$ cat config.mk
export PLATFORM = sky130hd
export DESIGN_NAME = pwm_led_dimmer_with_fade_unit
export DESIGN_NICKNAME = d
export VERILOG_FILES = /design/src/rtl/pwmdim_pkg.sv /design/src/rtl/pwm_led_dimmer_with_fade_unit.sv
export SDC_FILE = /design/constraint.sdc
export NUM_CORES = 1
export LEC_CHECK = 0
export ABC_AREA = 1
export BUFFER_PORTS_ARGS = -buffer_cell sky130_fd_sc_hd__buf_4
export CAP_MARGIN = 15
export CELL_PAD_IN_SITES_DETAIL_PLACEMENT = 0
export CELL_PAD_IN_SITES_GLOBAL_PLACEMENT = 1
export CORE_ASPECT_RATIO = 0.6
export CORE_UTILIZATION = 44
export CTS_CLUSTER_DIAMETER = 60
export DETAILED_ROUTE_END_ITERATION = 6
export GPL_TIMING_DRIVEN = 0
export MAX_ROUTING_LAYER = met4
export PLACE_DENSITY = 0.78
export SETUP_SLACK_MARGIN = 0.4
export SLEW_MARGIN = 20
export SYNTH_ARGS = -nofsm -noshare
export SYNTH_HDL_FRONTEND = slang
export SYNTH_SLANG_ARGS = --single-unit
$ cat constraint.sdc
create_clock -name clk -period 3.4 [get_ports clk]
set_input_delay 1.02 -clock clk [delete_from_list [all_inputs] [get_ports clk]]
set_output_delay 1.02 -clock clk [all_outputs]
set_load 0.05 [all_outputs]
$ cat src/rtl/pwmdim_pkg.sv
// ----------------------------------------------------------------------------
// pwmdim_pkg
// Shared types, constants and level helper for the two-channel LED dimmer.
// ----------------------------------------------------------------------------
package pwmdim_pkg;

  localparam int IN_TDATA_W  = 16;
  localparam int OUT_TDATA_W = 16;

  localparam logic [7:0] PWM_PERIOD = 8'd100;
  localparam logic [7:0] LEVEL_MAX  = 8'd100;
  localparam logic [7:0] DUTY2_OFS  = 8'd5;
  localparam logic [7:0] STEP_DOWN  = 8'd15;
  localparam logic [7:0] STEP_FLOOR = 8'd10;
  localparam logic [7:0] FADE_STEP  = 8'd2;

  // operation codes
  localparam logic [2:0] OP_PWM_TICK  = 3'd0;
  localparam logic [2:0] OP_FADE_TICK = 3'd1;
  localparam logic [2:0] OP_SET_LEVEL = 3'd2;
  localparam logic [2:0] OP_STEP      = 3'd3;
  localparam logic [2:0] OP_ENABLE    = 3'd4;

  typedef struct packed {
    logic [6:0] duty_one;
    logic [6:0] duty_two;
    logic [6:0] level;
  } level_set_t;

  // clamp to 100 and derive both duties
  function automatic level_set_t apply_level(input logic [7:0] lvl);
    level_set_t r;
    logic [6:0] c;
    c = (lvl > LEVEL_MAX) ? LEVEL_MAX[6:0] : lvl[6:0];
    r.level    = c;
    r.duty_one = {1'b0, c[6:1]};
    r.duty_two = (c < DUTY2_OFS[6:0]) ? c : c - DUTY2_OFS[6:0];
    return r;
  endfunction

endpackage

$ cat src/rtl/pwm_led_dimmer_with_fade_unit.sv
// ----------------------------------------------------------------------------
// pwm_led_dimmer_with_fade_unit
// Two-channel PWM LED dimmer with soft fade-in / fade-out.
// ----------------------------------------------------------------------------
// The result word is registered: it is valid in the cycle after its input word is accepted.
// Throughput: one word per cycle while the output side keeps up; state update is a
// single compare/add pass between the input handshake and the output register.
// s_axis_tready stays high while the output register is empty or being read.
// Reset (rst, synchronous): counter 0, lights off, level 100, duties 50/95,
// no fade pending, output register empty.
module pwm_led_dimmer_with_fade_unit (
  input  logic                                clk,
  input  logic                                rst,
  input  logic                                s_axis_tvalid,
  output logic                                s_axis_tready,
  // [2:0] operation, [10:3] level_value, [11] enable_value, [15:12] zero
  input  logic [pwmdim_pkg::IN_TDATA_W-1:0]   s_axis_tdata,
  output logic                                m_axis_tvalid,
  input  logic                                m_axis_tready,
  // [0] light1_on, [1] light2_on, [8:2] current_level, [9] transitioning,
  // [15:10] zero
  output logic [pwmdim_pkg::OUT_TDATA_W-1:0]  m_axis_tdata
);
  import pwmdim_pkg::*;

  logic [7:0] period_counter, period_counter_next;
  logic       light_one, light_one_next;
  logic       light_two, light_two_next;
  logic [6:0] duty_one, duty_one_next;
  logic [6:0] duty_two, duty_two_next;
  logic [6:0] stored_level, stored_level_next;
  logic [7:0] fade_out_value, fade_out_value_next;
  logic [7:0] fade_in_value, fade_in_value_next;
  logic [6:0] restore_level, restore_level_next;
  logic       enable_request, enable_request_next;
  logic       enable_applied, enable_applied_next;

  logic [2:0] operation;
  logic [7:0] level_value;
  logic       enable_value;
  logic       accept;

  level_set_t ls;
  logic [7:0] cnt_dec;
  logic [7:0] fi_inc;
  logic [7:0] fo_base;
  logic [7:0] fo_dec;
  logic [7:0] lvl_in;
  logic       do_apply;

  assign operation    = s_axis_tdata[2:0];
  assign level_value  = s_axis_tdata[10:3];
  assign enable_value = s_axis_tdata[11];

  assign s_axis_tready = !m_axis_tvalid || m_axis_tready;
  assign accept        = s_axis_tvalid && s_axis_tready;

  assign cnt_dec = period_counter - 8'd1;
  assign fi_inc  = fade_in_value + FADE_STEP;
  assign fo_base = (fade_out_value == 8'd0) ? {1'b0, stored_level} : fade_out_value;
  assign fo_dec  = fo_base - 8'd1;

  // one level write per word at most; fade-out end overrides with full level
  always_comb begin
    lvl_in   = 8'd0;
    do_apply = 1'b0;
    case (operation)
      OP_FADE_TICK: begin
        if (enable_request != enable_applied) begin
          do_apply = 1'b1;
          if (enable_request) begin
            lvl_in = fi_inc;
          end else if (fo_dec == 8'd0) begin
            lvl_in = LEVEL_MAX;
          end else begin
            lvl_in = fo_dec;
          end
        end
      end
      OP_SET_LEVEL: begin
        do_apply = 1'b1;
        lvl_in   = level_value;
      end
      OP_STEP: begin
        do_apply = 1'b1;
        lvl_in   = ({1'b0, stored_level} > STEP_FLOOR) ?
                   {1'b0, stored_level} - STEP_DOWN : LEVEL_MAX;
      end
      OP_ENABLE: begin
        do_apply = enable_value;
        lvl_in   = 8'd0;
      end
      default: begin
        do_apply = 1'b0;
      end
    endcase
  end

  assign ls = apply_level(lvl_in);

  always_comb begin
    period_counter_next = period_counter;
    light_one_next      = light_one;
    light_two_next      = light_two;
    fade_out_value_next = fade_out_value;
    fade_in_value_next  = fade_in_value;
    restore_level_next  = restore_level;
    enable_request_next = enable_request;
    enable_applied_next = enable_applied;
    duty_one_next       = do_apply ? ls.duty_one : duty_one;
    duty_two_next       = do_apply ? ls.duty_two : duty_two;
    stored_level_next   = do_apply ? ls.level    : stored_level;

    case (operation)
      OP_PWM_TICK: begin
        period_counter_next = cnt_dec;
        if (cnt_dec == 8'd0) begin
          period_counter_next = PWM_PERIOD;
          light_one_next      = 1'b0;
          light_two_next      = 1'b0;
        end
        if ({1'b0, duty_one} >= period_counter_next) light_one_next = 1'b1;
        if ({1'b0, duty_two} >= period_counter_next) light_two_next = 1'b1;
      end
      OP_FADE_TICK: begin
        if (enable_request != enable_applied) begin
          if (enable_request) begin
            fade_in_value_next = fi_inc;
            if (fi_inc >= {1'b0, restore_level}) begin
              fade_in_value_next  = 8'd0;
              enable_applied_next = enable_request;
            end
          end else begin
            if (fade_out_value == 8'd0) begin
              restore_level_next = (stored_level < LEVEL_MAX[6:0]) ?
                                   stored_level : LEVEL_MAX[6:0];
            end
            fade_out_value_next = fo_dec;
            if (fo_dec == 8'd0) begin
              light_one_next      = 1'b0;
              light_two_next      = 1'b0;
              enable_applied_next = enable_request;
            end
          end
        end
      end
      OP_ENABLE: begin
        enable_request_next = enable_value;
        if (enable_value) begin
          light_one_next = 1'b0;
          light_two_next = 1'b0;
        end
      end
      default: begin
      end
    endcase
  end

  always_ff @(posedge clk) begin
    if (rst) begin
      period_counter <= 8'd0;
      light_one      <= 1'b0;
      light_two      <= 1'b0;
      duty_one       <= 7'd50;
      duty_two       <= 7'd95;
      stored_level   <= LEVEL_MAX[6:0];
      fade_out_value <= 8'd0;
      fade_in_value  <= 8'd0;
      restore_level  <= LEVEL_MAX[6:0];
      enable_request <= 1'b0;
      enable_applied <= 1'b0;
    end else if (accept) begin
      period_counter <= period_counter_next;
      light_one      <= light_one_next;
      light_two      <= light_two_next;
      duty_one       <= duty_one_next;
      duty_two       <= duty_two_next;
      stored_level   <= stored_level_next;
      fade_out_value <= fade_out_value_next;
      fade_in_value  <= fade_in_value_next;
      restore_level  <= restore_level_next;
      enable_request <= enable_request_next;
      enable_applied <= enable_applied_next;
    end
  end

  // output register
  always_ff @(posedge clk) begin
    if (rst) begin
      m_axis_tvalid <= 1'b0;
    end else if (accept) begin
      m_axis_tvalid <= 1'b1;
    end else if (m_axis_tready) begin
      m_axis_tvalid <= 1'b0;
    end
  end

  always_ff @(posedge clk) begin
    if (accept) begin
      m_axis_tdata <= {6'd0, (enable_request_next != enable_applied_next),
                       stored_level_next, light_two_next, light_one_next};
    end
  end

  // ---- assertions ----
  a_level_range: assert property (@(posedge clk) disable iff (rst)
    stored_level <= LEVEL_MAX[6:0] && restore_level <= LEVEL_MAX[6:0])
    else $error("level out of range");

  a_duty_one: assert property (@(posedge clk) disable iff (rst)
    duty_one == {1'b0, stored_level[6:1]})
    else $error("duty_one not tracking level");

  a_duty_two: assert property (@(posedge clk) disable iff (rst)
    duty_two == ((stored_level < DUTY2_OFS[6:0]) ? stored_level
                                                 : stored_level - DUTY2_OFS[6:0]))
    else $error("duty_two not tracking level");

  a_result_after_accept: assert property (@(posedge clk) disable iff (rst)
    accept |=> m_axis_tvalid)
    else $error("accepted word produced no result");

  a_trans_flag: assert property (@(posedge clk) disable iff (rst)
    accept |=> m_axis_tdata[9] == (enable_request != enable_applied))
    else $error("transitioning flag mismatch");

endmodule

* Word level (Yosys, flattened, before mapping)
Cells that the tools add are included.
Operators by class: add/sub/neg operators 5, bitwise logic cells 1, reduce and logical (&&, ||, !) cells 14, order comparisons 7, mux-type cells 37, equality and inequality tests 6
Operators by type and width (number):
- two-way mux 8 bit | 8
- two-way mux 7 bit | 4
- logical NOT 8 bit | 3
- one-hot mux 8 bit (3 select lines) | 1
- two-way mux 1 bit | 21
- subtractor 8 x 1 -> 8 bit, second input constant | 2
- one-hot mux 1 bit (3 select lines) | 3
- adder 8 x 2 -> 8 bit, second input constant | 1
- greater-or-equal comparator 6 x 8 -> 1 bit | 1
- greater-or-equal comparator 7 x 8 -> 1 bit | 1
- greater-or-equal comparator 8 x 7 -> 1 bit | 1
- > comparator 8 x 7 -> 1 bit, second input constant | 1
- AND reduction 4 bit | 2
- subtractor 7 x 4 -> 8 bit, second input constant | 1
- > comparator 7 x 4 -> 1 bit, second input constant | 1
- less-than comparator 7 x 3 -> 1 bit, second input constant | 1
- less-than comparator 7 bit, second input constant | 1
- subtractor 7 x 3 -> 7 bit, second input constant | 1
- equality test 3 x 2 -> 1 bit, second input constant | 2
- AND reduction 5 bit | 1
- AND reduction 2 bit | 2
- equality test 3 x 1 -> 1 bit, second input constant | 1
- equality test 3 bit, second input constant | 1
- logical NOT 3 bit | 1
- 7 further kinds | 8
Word-level totals: output and inout port bits 18, register bits 66, bits of input ports 20, logic and storage cells 83

* Logic depth before layout (Yosys ltp)
Gate-level depths: netlist (run 1).
depth in word-level cells 12, mapped depth 30, depth with buffers taken out 30

* Least setup slack after synthesis (run 1)
OpenSTA, ideal clock, no wires.
path type input-to-reg, start point input port s_axis_tdata[0] in the netlist's numbering, end point register duty_two[6], data required time 3285 ps, setup time 115 ps, cell stages on the path 18, path buffers 0, slack 191 ps, data arrival time 3095 ps, path through inv_1 nor3_1 nand2_1 o31ai_1 a31oi_1 inv_1 nand3_1 nand2_1 inv_1 nand2_2 nand2_4 nand2_1 ha_1 or2_4 nand3_1 or2_0 nand3_1 nand2_1
Between the ends: word-level cells in the longest chain between the ends 6, elaborated cells on any way between the ends 13, those cells by class add/sub: 1; order compare: 2; eq/ne: 4; mux: 4; reduce/logical: 2
Ends and longest elaborated chain:
- start, declared | RTL line pwm_led_dimmer_with_fade_unit.sv:17 | input logic [pwmdim_pkg::IN_TDATA_W-1:0] s_axis_tdata,
- equality test 3 x 2 -> 1 bit / equality test 3 x 1 -> 1 bit (equally long branches) | RTL line pwm_led_dimmer_with_fade_unit.sv:67 | case (operation)
- one-hot mux 8 bit (3 select lines) | RTL line pwm_led_dimmer_with_fade_unit.sv:67
- > comparator 8 x 7 -> 1 bit | RTL line pwmdim_pkg.sv:34 | c = (lvl > LEVEL_MAX) ? LEVEL_MAX[6:0] : lvl[6:0];
- two-way mux 7 bit | RTL line pwmdim_pkg.sv:34
- subtractor 7 x 3 -> 7 bit / less-than comparator 7 x 3 -> 1 bit (equally long branches) | RTL line pwmdim_pkg.sv:37 | r.duty_two = (c < DUTY2_OFS[6:0]) ? c : c - DUTY2_OFS[6:0];
- two-way mux 7 bit | RTL line pwmdim_pkg.sv:37
- end signal, assigned | RTL line pwm_led_dimmer_with_fade_unit.sv:177 | duty_two <= duty_two_next;
- end, declared | RTL line pwm_led_dimmer_with_fade_unit.sv:30 | logic [6:0] duty_two, duty_two_next;
Several ways; a longest one is shown, not always the timed one. A chain may end at the register's enable or synchronous reset.

* Worst setup path in the final report (run 1)
start point register fade_out_value[7], end point register duty_two[4]
Between the ends: word-level cells in the longest chain between the ends 12, elaborated cells on any way between the ends 13, those cells by class add/sub: 2; order compare: 2; mux: 7; reduce/logical: 2
Ends and longest elaborated chain:
- start, declared | RTL line pwm_led_dimmer_with_fade_unit.sv:32 | logic [7:0] fade_out_value, fade_out_value_next;
- start signal, assigned | RTL line pwm_led_dimmer_with_fade_unit.sv:179 | fade_out_value <= fade_out_value_next;
- logical NOT 8 bit (*) | RTL line pwm_led_dimmer_with_fade_unit.sv:60 | assign fo_base = (fade_out_value == 8'd0) ? {1'b0, stored_level} : fade_out_value;
- two-way mux 8 bit (*) | RTL line pwm_led_dimmer_with_fade_unit.sv:60
- subtractor 8 x 1 -> 8 bit (*) | RTL line pwm_led_dimmer_with_fade_unit.sv:61 | assign fo_dec = fo_base - 8'd1;
- net fo_dec[0] | RTL line pwm_led_dimmer_with_fade_unit.sv:47 | logic [7:0] fo_dec;
- logical NOT 8 bit | RTL line pwm_led_dimmer_with_fade_unit.sv:73 | end else if (fo_dec == 8'd0) begin
- two-way mux 8 bit (*) | RTL line pwm_led_dimmer_with_fade_unit.sv:73
- two-way mux 8 bit (*) | RTL line pwm_led_dimmer_with_fade_unit.sv:71 | if (enable_request) begin
- two-way mux 8 bit (*) | RTL line pwm_led_dimmer_with_fade_unit.sv:69 | if (enable_request != enable_applied) begin
- one-hot mux 8 bit (3 select lines) (*) | RTL line pwm_led_dimmer_with_fade_unit.sv:67
- > comparator 8 x 7 -> 1 bit | RTL line pwmdim_pkg.sv:34
- two-way mux 7 bit (*) | RTL line pwmdim_pkg.sv:34
- subtractor 7 x 3 -> 7 bit / less-than comparator 7 x 3 -> 1 bit (equally long branches) | RTL line pwmdim_pkg.sv:37
- two-way mux 7 bit (*) | RTL line pwmdim_pkg.sv:37
The timed path passes the listed nets; every way through them passes the cells marked *.

==> flow_summary.toml, run 1 <==
[status]
status = "finished clean"

[setup_path]
crit_path_end_kind = "register"
cp.required_ns = 3.60
timing.critical_path.from_type = "register"
cp.arrival_ns = 3.46
startpoint = "fade_out_value[7]"
crit_type = "register to register"
crit_fanout = 6
r2r_start = "fade_out_value[7]"

[die]
initial_core_util = 0.462
core-area_sq_um = 9360
ios = 38
rows = 27
die_w_um = 130
die_area_sq_um = 10200
chipHeight_um = 78.8

[sta]
setup_violations = 0
max_freq_mhz = 307
min_period_ns = 3.26
skew_ns = 0.00487
hold_violations = 0
slew_headroom = 0.418
worst_pin_slew_ns = 0.862
maxSlewViolCount = 0
finalCritPeriodShare = 0.959
setup_tns_ns = 0
rsz0062_at_grt = "yes"

[flow_run]
drv_cap = 0

[layout]
fin_nets = 728
syn_to_final_growth_pct = 34.4
final_layout_size_suffix_gt1_frac = 0.343
fill_cells = 820
multi_input_area_sq_um = 2910
antenna_cells = 0
instances_no_fill = 816
ff_latch_area_sq_um = 1420

[hold_path]
holdCritStartpoint = "restore_level[2]"
min_path_type = "register to register"

[clock_tree]
clk_pin_slew_ns = 0.06
ctsLongestPathBuffers = 2
ctsHoldBuffers = 0
cts_tree = "done"
clk_latency_ns = 0.34
clock_sinks = 65
clock-root-buffer = "clkbuf_16"
cts_buffers = 9
h-tree-depth = 3

[grt]
grt_max_degree = 15
antenna_found_initial = 0
grt_pass1_vias = 3741
grt_overflow_total = 0
grtUsageTotal = 0.276
grt_pass1_wl_um = 20100

[power_and_ir_drop]
ir_drop_mv = 0.241
p_leak_nw = 2.70
p_per_area_nw_per_um2 = 416

[detailed_routing]
routedWlPerCell_um = 16.3
remaining_drc_errors = 0
drt_iter0_drc = 343
wirelength_um = 13300
final_antenna_net_count = 0
routed_via_density = 5.20
vias = 4241
dr.pass1.iters = 4

[synthesis]
synth-edff-count = 10
syn_inst = 599
yosys_register_bits = 65
async_flop_share = 0
synthDistinctLibCells = 53
synth_ff_type = "dfxtp_1"
syn_avg_cell_area_sq_um = 7.22
synth_area_sq_um = 4320
ys_warn_count = 0
yosysSeqAreaShare = 0.324

[place]
io_buffers = 27
place_inst = 761
gp_congestion = 0.966
dpl.hpwl_um = 9560
## Yosys cell counts (all sizes together), types with 2 or more instances
cell type	instances	share of area
a21boi	2	0.0035
a21o	2	0.0035
a21oi	51	0.064
a22oi	2	0.0035
a31oi	3	0.0058
buf	8	0.013
clkbuf	8	0.012
clkinv	3	0.0029
dfxtp	55	0.25
edfxtp	10	0.069
ha	27	0.078
inv	93	0.081
nand2	148	0.16
nand3	32	0.042
nand3b	2	0.0035
nand4	4	0.0058
nor2	57	0.064
nor3	12	0.014
o211ai	7	0.013
o21a	3	0.0052
o21ai	39	0.046
o21bai	2	0.0035
o31ai	2	0.0035
or2	3	0.0049
xnor2	5	0.010
xor2	9	0.018
## placed cells by master, fill, tap and decap left out, types with 5 or more instances in the layout
cell         n
o21ai_1      7
nor2_4      13
nand2_4     17
ha_1        22
nand2_1    102
a21oi_2      7
dfxtp_2      9
nor3_1       7
clkbuf_16   10
nand3_2     11
o211ai_1     6
a21oi_1     41
xor2_1       8
nor2_1      33
nand3_1     18
nor2_2      10
edfxtp_1    10
o21ai_0     28
inv_1       80
nand2_2     27
dfxtp_1     43
clkbuf_1     7
inv_4        5
conb_1       6
inv_2        8
buf_4       65
buf_6        8
## repair_timing
item	4_1_cts	5_1_grt
endpoints found under the setup margin	29	35
buffers inserted	25	14
pin swaps	29	46
resized for setup	32	93
hold endpoints to repair	0	0
## critical path, stage by stage, from the launching register on
cell and delay, ns:
dfxtp_4 0.36, nor2_4 0.13, nand2_4 0.08, nor2_8 0.17, a21oi_4 0.10, buf_4 0.15, inv_2 0.05, ha_2 0.15
inv_1 0.04, nor2_2 0.11, nand3_2 0.09, nor2_4 0.11, nand3_4 0.15, nand2_1 0.09, nand2_1 0.06, nand2_2 0.11
nand2_4 0.06, nor2_4 0.10, nand2_2 0.11, nand2_8 0.11, nand2_4 0.06, ha_4 0.15, or2_4 0.25, nand3_1 0.08
nand2_1 0.08, nand3_2 0.07, nand3_2 0.07
## final timing paths
kind	endpoint	slack, ns	cells after the start
worst max-delay path	duty_two[4]	0.14	26
worst min-delay path	restore_level[2]	0.46	2
worst max register to register	duty_two[4]	0.14	26
worst min register to register	restore_level[2]	0.46	2
## layer usage
layer	global-route usage	part of all wire	wire (um)
met2	0.353	0.40	5290
met5	-	0	0
met3	0.0674	0.072	964
met1	0.417	0.52	6890
met4	0.0744	0.012	154
## through the flow
| step | area [sq um] | utilization | setup WS [ns] | total power [W] | hold slack, ns |
|---|---|---|---|---|---|
| final | 5810 | 0.621 | 0.138 | 0.00242 | 0.463 |
| after global routing | 5810 | 0.621 | -0.0375 | 0.00252 | 0.494 |
| after CTS | 5390 | 0.576 | 0.211 | 0.00235 | 0.466 |
| after detailed placement | 4780 | 0.510 | -0.217 | 0.00136 | 0.447 |
| after global placement | 4780 | 0.510 | -0.160 | 0.00135 | 0.444 |
| after floorplan | 4410 | - | 0.360 | 0.00123 | 0.428 |
## cell families (layout without fill, tap and decap cells)
family                     Yosys count  after routing  synth area share
AOI/OAI and AO/OA                  120            120             0.167
xor gates and xnor gates            14             14            0.0284
adders and majority gates           27             27            0.0781
buffers and inverters              113            195             0.111
DFF                                 65             65             0.324
other                                1              6          0.000867
and+or+nand+nor                    259            259             0.291
## report_power, final
part           leakage [nW]  switching, W  internal, W
combinational          2.00      0.000402     0.000234
sequential            0.553     0.0000305     0.000819
clock                 0.151      0.000354     0.000578
## registers in the layout, indices dropped and copies added (netlist names)
signal,count
m_axis_tdata,10
fade_out_value,8
period_counter,8
duty_two,7
fade_in_value,7
restore_level,7
stored_level,7
duty_one,6
enable_applied,1
enable_request,1
light_one,1
light_two,1
m_axis_tvalid,1
## area by class of cell
cell class,instances,area share
multi-input combinational,426,0.500
sequential,65,0.245
timing repair buffer,66,0.0904
inverter,96,0.0648
clock buffer,13,0.0484
tap,130,0.0280
buffer,17,0.0200
clock inverter,3,0.00344
(Power assumes the default switching activity.)
==> run 2, diff against run 1 <==
--- a/config.mk
+++ b/config.mk
@@ -5,19 +5,17 @@
 export SDC_FILE = /design/constraint.sdc
 export NUM_CORES = 1
 export LEC_CHECK = 0
-export ABC_AREA = 1
 export BUFFER_PORTS_ARGS = -buffer_cell sky130_fd_sc_hd__buf_4
 export CAP_MARGIN = 15
 export CELL_PAD_IN_SITES_DETAIL_PLACEMENT = 0
 export CELL_PAD_IN_SITES_GLOBAL_PLACEMENT = 1
 export CORE_ASPECT_RATIO = 0.6
-export CORE_UTILIZATION = 44
+export CORE_UTILIZATION = 45
 export CTS_CLUSTER_DIAMETER = 60
 export DETAILED_ROUTE_END_ITERATION = 6
 export GPL_TIMING_DRIVEN = 0
 export MAX_ROUTING_LAYER = met4
 export PLACE_DENSITY = 0.78
-export SETUP_SLACK_MARGIN = 0.4
 export SLEW_MARGIN = 20
 export SYNTH_ARGS = -nofsm -noshare
 export SYNTH_HDL_FRONTEND = slang
==> run 2 against run 1 <==
The flow now finishes with violations (setup timing); final cell count down 3.2%; core utilization down 1.3 points; clock power up 8%; sequential share of layout area down 0.87 points; via count up 14%; final area up 3.0%; first-iteration DRC count up 39%; combinational power down 18%; critical endpoint is now duty_two[5].
==> flow_summary.toml, run 2 <==
[status]
status = "finished with violations"
violations = "setup timing"

[sta]
maxSlewViolCount = 0
rsz0062_at_grt = "yes"
finalCritPeriodShare = 1.14
setup_slack_ns = -0.461
max_freq_mhz = 259
min_period_ns = 3.86
setup_tns_ns = -6.68
skew_ns = 0.00450
worst_pin_slew_ns = 0.789
setup_violations = 29
slew_headroom = 0.474
hold_violations = 0

[layout]
largest_reg_flops = 10
antenna_cells = 0
final_layout_size_suffix_gt1_frac = 0.261
fin_nets = 697
syn_to_final_growth_pct = 31.1
finalInstanceArea_sq_um = 5990
instances_no_fill = 790
final_cell_mix = "buf_4, nand2_1, nor2_1"
top_regs = "m_axis_tdata: 10 flops, fade_out_value: 8 flops, period_counter: 8 flops"
final_common_cell = "buf_4"
largest_register = "m_axis_tdata"

[die]
rows = 28
ios = 38
chipHeight_um = 80.0
initial_core_util = 0.464
die_w_um = 132
die_area_sq_um = 10600
core-area_sq_um = 9840

[detailed_routing]
remaining_drc_errors = 0
routed_via_density = 6.13
drt_iter0_drc = 478
final_antenna_net_count = 0
vias = 4846
dr.pass1.iters = 5
wirelength_um = 15900
routedWlPerCell_um = 20.1

[grt]
grt_max_degree = 18
grtUsageTotal = 0.313
grt_pass1_vias = 4178
grt_pass1_wl_um = 23900
grt_overflow_total = 0
antenna_found_initial = 0

[setup_path]
cp.arrival_ns = 4.10
crit_type = "register to register"
r2r_start = "fade_out_value[3]"
crit_slowest_cell = "or4_4"
r2r-end = "duty_two[5]"
timing.critical_path.from_type = "register"
crit_path_end_kind = "register"
slowest_delay_ns = 0.58
crit_fanout = 6
crit_path_cell_trace = "or4_4 -> o41a_1 -> or3b_1 -> a2111o_1 -> a211o_4 -> a21bo_4 -> buf_6 -> a2bb2oi_2 -> o21a_1 -> o41ai_2"
rrSetupSlack_ns = -0.46
cp.required_ns = 3.64
reg2reg_depth = 10

[power_and_ir_drop]
p_per_area_nw_per_um2 = 394
ir_drop_mv = 0.236
p_leak_nw = 2.42

[clock_tree]
clock-root-buffer = "clkbuf_16"
cts_tree = "done"
clk_latency_ns = 0.33
clock_sinks = 65
cts_buffers = 9
clk_pin_slew_ns = 0.06
h-tree-depth = 3
ctsLongestPathBuffers = 2

[synthesis]
synth-edff-count = 10
synth_ff_type = "dfxtp_1"
yosysMostFrequentCell = "nand2_1"
synth_commonest_cells = "nand2_1, dfxtp_1, nor2_1, a21oi_1, inv_1"
syn_inst = 576
async_flop_share = 0
synth_area_sq_um = 4570
synth_top_cells_by_area = "dfxtp_1, ha_1, edfxtp_1"
yosys_register_bits = 65
ys_warn_count = 0
synth_top_area_frac = 0.241
yosysSeqAreaShare = 0.307
synthDistinctLibCells = 77
syn_avg_cell_area_sq_um = 7.93
yosys.area.top_type = "dfxtp_1"

[hold_path]
hold_depth = 2
hold_end = "duty_one[0]"
holdCritStartpoint = "duty_one[0]"
min_path_type = "register to register"

[place]
io_buffers = 26
placed_cell_area_sq_um = 5070
gp_congestion = 0.965
dpl.hpwl_um = 11200
place_inst = 742

[flow_run]
drv_cap = 0
==> run 2: cell types whose count changed after synthesis, moves of 8 or more <==
cell,previous run,this run
nand2b_1,0,14
nor2_1,43,54
nor2_2,10,0
nand2_1,120,58
or3_1,0,13
clkbuf_1,6,21
nand2_4,9,0
inv_1,90,31
o21ai_0,35,24
a21o_1,2,10
nand2_2,19,0
==> run 2: area by class of cell <==
type                       count  area [sq um]
buffer                        30           165
clock buffer                   9           225
clock inverter                 7          93.8
fill                         884          3850
inverter                      32           124
multi-input combinational    451          3290
sequential                    65          1420
tap                          135           169
timing repair buffer          61           503
==> run 2: per-layer routing <==
layer  wire length [um]  global-route usage  up-vias
li1                   -                   -     2242
met3               1610              0.0794       25
met1               7750               0.465     2318
met4                159              0.0581        0
met2               6380               0.416      261
met5                  0                   -        -
==> run 2: report_power, final <==
part	total, W	internal, W	switching, W
clock network	0.00101	0.000642	0.000365
registers	0.000829	0.000810	0.0000186
logic	0.000522	0.000200	0.000322
total	0.00236	0.00165	0.000706
==> run 2: cells by family (layout without fill, tap and decap cells) <==
group / count (synthesis) / in the layout / share of synthesized area
adders and majority gates: 27 / 27 / 0.0740
DFF: 65 / 65 / 0.307
xor gates and xnor gates: 23 / 23 / 0.0441
muxes: 5 / 5 / 0.0112
other: 1 / 6 / 0.000821
buffers and inverters: 65 / 139 / 0.0608
AOI/OAI and AO/OA: 166 / 166 / 0.256
and+or+nand+nor: 224 / 224 / 0.247
==> run 2: repair_timing <==
action | 4_1_cts | 5_1_grt
pin swaps | 15 | 14
endpoints found under the setup margin | 32 | 33
endpoints found under the hold margin | 0 | 0
gates resized for setup | 59 | 32
hold buffers | 0 | 0
setup buffers | 23 | 12
cloned | 0 | 0
==> run 2: worst max-delay path, delay by kind of cell, from the launching register on <==
| family | cells | cell delay (ns) |
|---|---|---|
| DFF | 1 | 0.35 |
| AOI/OAI and AO/OA | 7 | 2.28 |
| and+or+nand+nor | 2 | 0.99 |
| buffers and inverters | 1 | 0.12 |
==> run 2: worst max-delay path by stage <==
| stage | from | endpoint | slack (ns) |
|---|---|---|---|
| finish | fade_out_value[3] | duty_two[5] | -0.46 |
| global route | fade_out_value[3] | duty_two[5] | -0.52 |
| CTS | fade_out_value[7] | duty_two[4] | -0.41 |
| detailed placement | fade_out_value[3] | duty_two[4] | -0.92 |
| global placement | fade_out_value[3] | duty_two[4] | -0.84 |
| floorplan | fade_out_value[2] | duty_two[4] | -0.38 |
==> run 2: per-stage QoR <==
step | util | setup slack (ns) | hold slack [ns] | total power [W]
floorplan | - | -0.383 | 0.436 | 0.00115
global placement | 0.514 | -0.835 | 0.457 | 0.00127
detailed placement | 0.515 | -0.919 | 0.470 | 0.00127
CTS | 0.587 | -0.410 | 0.480 | 0.00232
global route | 0.608 | -0.518 | 0.494 | 0.00245
finish | 0.608 | -0.461 | 0.476 | 0.00236
